==> src/rtl/uast_pkg.sv <==
`timescale 1ns / 1ps
// ----------------------------------------------------------------------------
// Unique address set table package
// Command, status and sequencer state types shared by the table logic and
// its checker.
// ----------------------------------------------------------------------------
package uast_pkg;

    typedef enum logic {
        CMD_REGISTER = 1'b0,
        CMD_DELETE   = 1'b1
    } cmd_t;

    typedef enum logic [2:0] {
        STATUS_REGISTERED = 3'd0,
        STATUS_PRESENT    = 3'd1,
        STATUS_FULL       = 3'd2,
        STATUS_DELETED    = 3'd3,
        STATUS_NOT_FOUND  = 3'd4
    } status_t;

    typedef enum logic [2:0] {
        ST_IDLE,
        ST_READ,
        ST_COMPARE,
        ST_SHIFT_READ,
        ST_SHIFT_WRITE,
        ST_FINISH
    } seq_state_t;

    localparam int ADDR_W   = 8;
    localparam int STATUS_W = 3;
    localparam int COUNT_W  = 7;

endpackage

==> src/rtl/uast_ram.sv <==
`timescale 1ns / 1ps
// ----------------------------------------------------------------------------
// Unique address set table entry memory
// Single write port, single read port, registered read data.
// ----------------------------------------------------------------------------
module uast_ram #(
    parameter int DEPTH = 100,
    parameter int IW    = 7
) (
    input  logic          aclk,
    input  logic          wr_en,
    input  logic [IW-1:0] wr_addr,
    input  logic [7:0]    wr_data,
    input  logic          rd_en,
    input  logic [IW-1:0] rd_addr,
    output logic [7:0]    rd_data
);

    logic [7:0] mem [DEPTH];

    always_ff @(posedge aclk) begin
        if (wr_en) begin
            mem[wr_addr] <= wr_data;
        end
    end

    always_ff @(posedge aclk) begin
        if (rd_en) begin
            rd_data <= mem[rd_addr];
        end
    end

endmodule

==> src/rtl/unique_address_set_table_unit.sv <==
`timescale 1ns / 1ps
// ----------------------------------------------------------------------------
// Unique address set table
// Ordered list of unique 8-bit addresses with register and compacting delete.
//
// Channel   Direction  tdata                           tuser
// s_        in         [7:0] address                   [0] command
// m_        out        [2:0] status, [9:3] entry_count  -
//
// One transaction is taken at a time; s_tready is high only when idle.
// The search visits one entry at a time through the single read port of the
// entry memory, each in a read and a compare state, and a delete then moves
// each later entry down one place through a shift read and a shift write state.
// The result sits in an output register, so a stalled m_ side holds the block
// only at the point where the next result would be loaded.
// Reset clears the count; memory contents need no clearing.
// ----------------------------------------------------------------------------
module unique_address_set_table_unit #(
    parameter int MAX_ENTRIES = 100
) (
    input  logic        aclk,
    input  logic        aresetn,
    input  logic        s_tvalid,
    output logic        s_tready,
    input  logic [7:0]  s_tdata,   // [7:0] address
    input  logic [0:0]  s_tuser,   // [0] command
    output logic        m_tvalid,
    input  logic        m_tready,
    output logic [15:0] m_tdata    // [2:0] status, [9:3] entry_count
);

    import uast_pkg::*;

    localparam int CW = $clog2(MAX_ENTRIES + 1);
    localparam int IW = (MAX_ENTRIES > 1) ? $clog2(MAX_ENTRIES) : 1;
    localparam logic [CW-1:0] MAX_COUNT = CW'(MAX_ENTRIES);

    seq_state_t          state_reg, state_next;
    cmd_t                cmd_reg, cmd_next;
    logic [ADDR_W-1:0]   addr_reg, addr_next;
    logic [CW-1:0]       ptr_reg, ptr_next;
    logic [CW-1:0]       cnt_reg, cnt_next;
    logic                found_reg, found_next;
    logic                m_valid_reg, m_valid_next;
    status_t             m_status_reg, m_status_next;
    logic [COUNT_W-1:0]  m_count_reg, m_count_next;

    logic [CW-1:0]       ptr_inc;
    logic                out_free;
    logic                match;
    logic                wr_en;
    logic [IW-1:0]       wr_addr;
    logic [7:0]          wr_data;
    logic                rd_en;
    logic [IW-1:0]       rd_addr;
    logic [7:0]          rd_data;

    assign ptr_inc  = ptr_reg + 1'b1;
    assign out_free = !m_valid_reg || m_tready;
    assign match    = (rd_data == addr_reg);

    uast_ram #(
        .DEPTH (MAX_ENTRIES),
        .IW    (IW)
    ) u_ram (
        .aclk    (aclk),
        .wr_en   (wr_en),
        .wr_addr (wr_addr),
        .wr_data (wr_data),
        .rd_en   (rd_en),
        .rd_addr (rd_addr),
        .rd_data (rd_data)
    );

    always_comb begin
        state_next = state_reg;
        case (state_reg)
            ST_IDLE: begin
                if (s_tvalid) begin
                    state_next = (cnt_reg == '0) ? ST_FINISH : ST_READ;
                end
            end
            ST_READ: begin
                state_next = ST_COMPARE;
            end
            ST_COMPARE: begin
                if (match) begin
                    state_next = (cmd_reg == CMD_DELETE) ? ST_SHIFT_READ : ST_FINISH;
                end else if (ptr_inc >= cnt_reg) begin
                    state_next = ST_FINISH;
                end else begin
                    state_next = ST_READ;
                end
            end
            ST_SHIFT_READ: begin
                state_next = (ptr_inc < cnt_reg) ? ST_SHIFT_WRITE : ST_FINISH;
            end
            ST_SHIFT_WRITE: begin
                state_next = ST_SHIFT_READ;
            end
            ST_FINISH: begin
                if (out_free) begin
                    state_next = ST_IDLE;
                end
            end
            default: begin
                state_next = ST_IDLE;
            end
        endcase
    end

    always_comb begin
        cmd_next      = cmd_reg;
        addr_next     = addr_reg;
        ptr_next      = ptr_reg;
        cnt_next      = cnt_reg;
        found_next    = found_reg;
        m_valid_next  = m_valid_reg && !m_tready;
        m_status_next = m_status_reg;
        m_count_next  = m_count_reg;
        wr_en         = 1'b0;
        wr_addr       = ptr_reg[IW-1:0];
        wr_data       = rd_data;
        rd_en         = 1'b0;
        rd_addr       = ptr_reg[IW-1:0];
        case (state_reg)
            ST_IDLE: begin
                if (s_tvalid) begin
                    cmd_next   = cmd_t'(s_tuser[0]);
                    addr_next  = s_tdata;
                    ptr_next   = '0;
                    found_next = 1'b0;
                end
            end
            ST_READ: begin
                rd_en = 1'b1;
            end
            ST_COMPARE: begin
                if (match) begin
                    found_next = 1'b1;
                end else begin
                    ptr_next = ptr_inc;
                end
            end
            ST_SHIFT_READ: begin
                rd_en   = (ptr_inc < cnt_reg);
                rd_addr = ptr_inc[IW-1:0];
            end
            ST_SHIFT_WRITE: begin
                wr_en    = 1'b1;
                ptr_next = ptr_inc;
            end
            ST_FINISH: begin
                if (out_free) begin
                    m_valid_next = 1'b1;
                    if (cmd_reg == CMD_DELETE) begin
                        if (found_reg) begin
                            m_status_next = STATUS_DELETED;
                            cnt_next      = cnt_reg - 1'b1;
                        end else begin
                            m_status_next = STATUS_NOT_FOUND;
                        end
                    end else if (found_reg) begin
                        m_status_next = STATUS_PRESENT;
                    end else if (cnt_reg >= MAX_COUNT) begin
                        m_status_next = STATUS_FULL;
                    end else begin
                        m_status_next = STATUS_REGISTERED;
                        wr_en         = 1'b1;
                        wr_addr       = cnt_reg[IW-1:0];
                        wr_data       = addr_reg;
                        cnt_next      = cnt_reg + 1'b1;
                    end
                    m_count_next = COUNT_W'(cnt_next);
                end
            end
            default: begin
            end
        endcase
    end

    always_ff @(posedge aclk) begin
        if (!aresetn) begin
            state_reg   <= ST_IDLE;
            cnt_reg     <= '0;
            m_valid_reg <= 1'b0;
        end else begin
            state_reg   <= state_next;
            cnt_reg     <= cnt_next;
            m_valid_reg <= m_valid_next;
        end
    end

    always_ff @(posedge aclk) begin
        cmd_reg      <= cmd_next;
        addr_reg     <= addr_next;
        ptr_reg      <= ptr_next;
        found_reg    <= found_next;
        m_status_reg <= m_status_next;
        m_count_reg  <= m_count_next;
    end

    assign s_tready = (state_reg == ST_IDLE);
    assign m_tvalid = m_valid_reg;
    assign m_tdata  = {6'b0, m_count_reg, m_status_reg};

endmodule

==> config.mk <==
export PLATFORM = sky130hd
export DESIGN_NAME = unique_address_set_table_unit
export DESIGN_NICKNAME = d
export VERILOG_FILES = /design/src/rtl/uast_pkg.sv /design/src/rtl/uast_ram.sv /design/src/rtl/unique_address_set_table_unit.sv
export SDC_FILE = /design/constraint.sdc
export NUM_CORES = 1
export LEC_CHECK = 0
export BUFFER_PORTS_ARGS = -buffer_cell sky130_fd_sc_hd__buf_4
export CAP_MARGIN = 30
export CORE_MARGIN = 2
export CORE_UTILIZATION = 55
export DETAILED_ROUTE_END_ITERATION = 10
export PLACE_DENSITY = 0.71
export RECOVER_POWER = 50
export SLEW_MARGIN = 0
export SYNTH_ARGS = -nofsm -noshare
export SYNTH_HDL_FRONTEND = slang
export SYNTH_SLANG_ARGS = --single-unit
==> constraint.sdc <==
create_clock -name aclk -period 4.1 [get_ports aclk]
set_input_delay 0.82 -clock aclk [delete_from_list [all_inputs] [get_ports aclk]]
set_output_delay 0.82 -clock aclk [all_outputs]
set_load 0.02 [all_outputs]
==> run metrics <==
status=finished with violations; failing checks=max-capacitance violations, max-slew violations; Final nets=2953; initial antenna violation count=3; share of the synthesized area in the top cell type=0.6098; Synth Area per Inst=14.55 um^2; via count=between 20000 and 30000; Hold Vio Cnt, Final=0; Worst Path Required=4.55 ns; VDD IR max=0.0004608 V; clock root cell=clkbuf_16; hold_buf cts=0; Total GRT Usage=0.3013; sw power=0.009276 W; Max Slew Vio Count=74; largest net degree at the start of global routing=117; die area=76960 um^2; final period utilization=0.9700; Post-synth EDFFs=around 840; Switching Share=0.3308; Synth area leader=edfxtp_1; DR pass1 iterations=7; CTS max path bufs=3; # setup viols final=0; Worst Tran Pin Value=between 1.5 and 2 ns; chip height=277.4 um; Sequential Power Share=0.375; routability cong.=1.001; Placement Cell Area=43240 um^2; H-Tree Depth=3; Num CTS Buffers=89; DR WL/cell=about 30 um; Synth area leaders=edfxtp_1, mux2i_1, mux4_2; unrepaired setup endpoints after global routing=false; input/output buffers=24; TritonCTS clock tree=yes; Hold Path Cell Cnt=1; synth cell count leaders=edfxtp_1, mux2i_1, nand2_1, nor2_1, mux4_2; global-route wire length before repair=172500 um; Cell Area, Synth=41120 um^2; Worst Path Max Fanout=31; FFs w/ async S/R, synth=0; antenna viol nets, final=0; critical path class=reg2reg; Detailed Place HPWL=around 76000 um; Area Growth Syn to Fin=12.12%; static leakage=15.81 nW; Slew HR=-0.1143; final instance area=46100 um^2; post-CTS sizing=0; pwr/cell area=608.3 nW/um^2; number of flip-flops in the largest register=800; skew final=0.03507 ns; Die Width=277.4 um; Hold WS=between 0.3 and 0.4 ns; Power Total=0.02804 W; clock slew at reported path FFs=about 0.07 ns; Sink Count=846; DR DRC count=0; reg2reg path depth=9; Site Rows=100; Congestion Overflow GR=0; Clk pwr share=0.300; combinational share of power=0.324; r2r setup slk=about 0.12 ns; core area=about 74000 um^2; synth unique cells=95; setup ws final=around 0.12 ns; Mapped Cells=2826; max cap viols=2; Critical Path End Type=flop; ys flop type=edfxtp_1; worst hold path class=in2reg; WP data arrival=4.43 ns; Worst-Skew Late Latency=0.67 ns; fmax=251.4 MHz; vias per cell=6.840; fin crit period=3.977 ns; starting density of the core=0.5542; share of layout cells above drive strength 1=0.1776; vias in the first global route=26670; YS warnings=0; Ports=31; Synth Register Bits=about 850; sequential-to-total area share from yosys stat=0.6151; Setup TNS=0 ns; initial drt markers=3229; Internal=0.01877 W; post-CTS setup buffer count=0; element type at the critical path start=flop; setup slack at placement=around 0.29 ns; drt total wl=116500 um; top-count cell post-synth=edfxtp_1; fill count=5441
==> area by class of cell <==
class,count,area (um^2),area share
sequential,846,25290,0.5486
multi-input combinational,1730,14520,0.3150
clock buffer,97,2257,0.04896
timing repair buffer,237,1917,0.04158
tap,969,1212,0.02630
clock inverter,66,800.8,0.01737
inverter,25,96.34,0.002090
antenna,1,2.502,0.00005428
==> kinds of logic (layout without fill, tap and decap cells) <==
kind of cell	count (synthesis)	in the layout	synth area share
flops	846	846	0.6151
xor+xnor	28	28	0.006603
buf+inv	255	425	0.03359
other cells	1	7	0.00009120
mux	566	566	0.1706
compound gates	518	518	0.09831
simple gates	601	601	0.07227
fa+ha+maj	11	11	0.003347
==> per-stage QoR <==
stage	cells	util
finish	3971	0.6214
detailed placement	3807	0.5828
global route	3970	0.6213
floorplan	2831	-
CTS	3970	0.6240
global placement	3802	0.5815
==> cells in the final DEF (no fill, tap or decap), types with 32 or more instances in the layout <==
cell / Yosys / final
clkbuf_16: 0 / 89
edfxtp_1: 835 / 835
a211oi_1: 33 / 33
o21ai_0: 42 / 42
clkbuf_1: 69 / 32
a21oi_1: 58 / 58
or3_1: 32 / 32
o22ai_1: 40 / 40
mux4_2: 101 / 101
mux2i_1: 431 / 431
nand3_1: 59 / 59
nand2_1: 198 / 194
o221ai_1: 98 / 98
nor3_1: 40 / 40
buf_4: 59 / 179
nor2_1: 129 / 129
==> power groups by stage <==
stage,Sequential [W],Combinational [W],Clock [W]
after global placement,0.0107,0.00872,0
after floorplan,0.0107,0.00607,0
after detailed placement,0.0107,0.00899,0
after global routing,0.0105,0.00953,0.00884
after CTS,0.0105,0.00903,0.00851
final,0.0105,0.00909,0.00842
==> worst paths after layout <==
kind                                         end          from
worst max-delay path            u_ram.rd_data[0]  state_reg[1]
worst max register to register  u_ram.rd_data[0]  state_reg[1]
worst min register to register          m_tvalid      m_tvalid
worst min-delay path                     cmd_reg       s_tuser
==> metal layers <==
layer	GRT usage	routed length, um	vias to the layer above
met5	0	24	-
met3	0.05710	10690	304
li1	-	-	11640
met1	0.4069	45810	13770
met4	0.1460	5930	4
met2	0.4734	54050	1444
==> critical path, stage by stage, from the launching register on <==
cell and delay, ns:
dfxtp_1 0.94, nand3b_1 0.34, buf_4 0.29, nand2_2 0.24, buf_12 0.23, o22ai_1 0.11
o31ai_1 0.70, a21o_1 0.24, o21ai_1 0.18, nor4_2 0.43
Note: power is estimated with default switching activity, not from simulation.
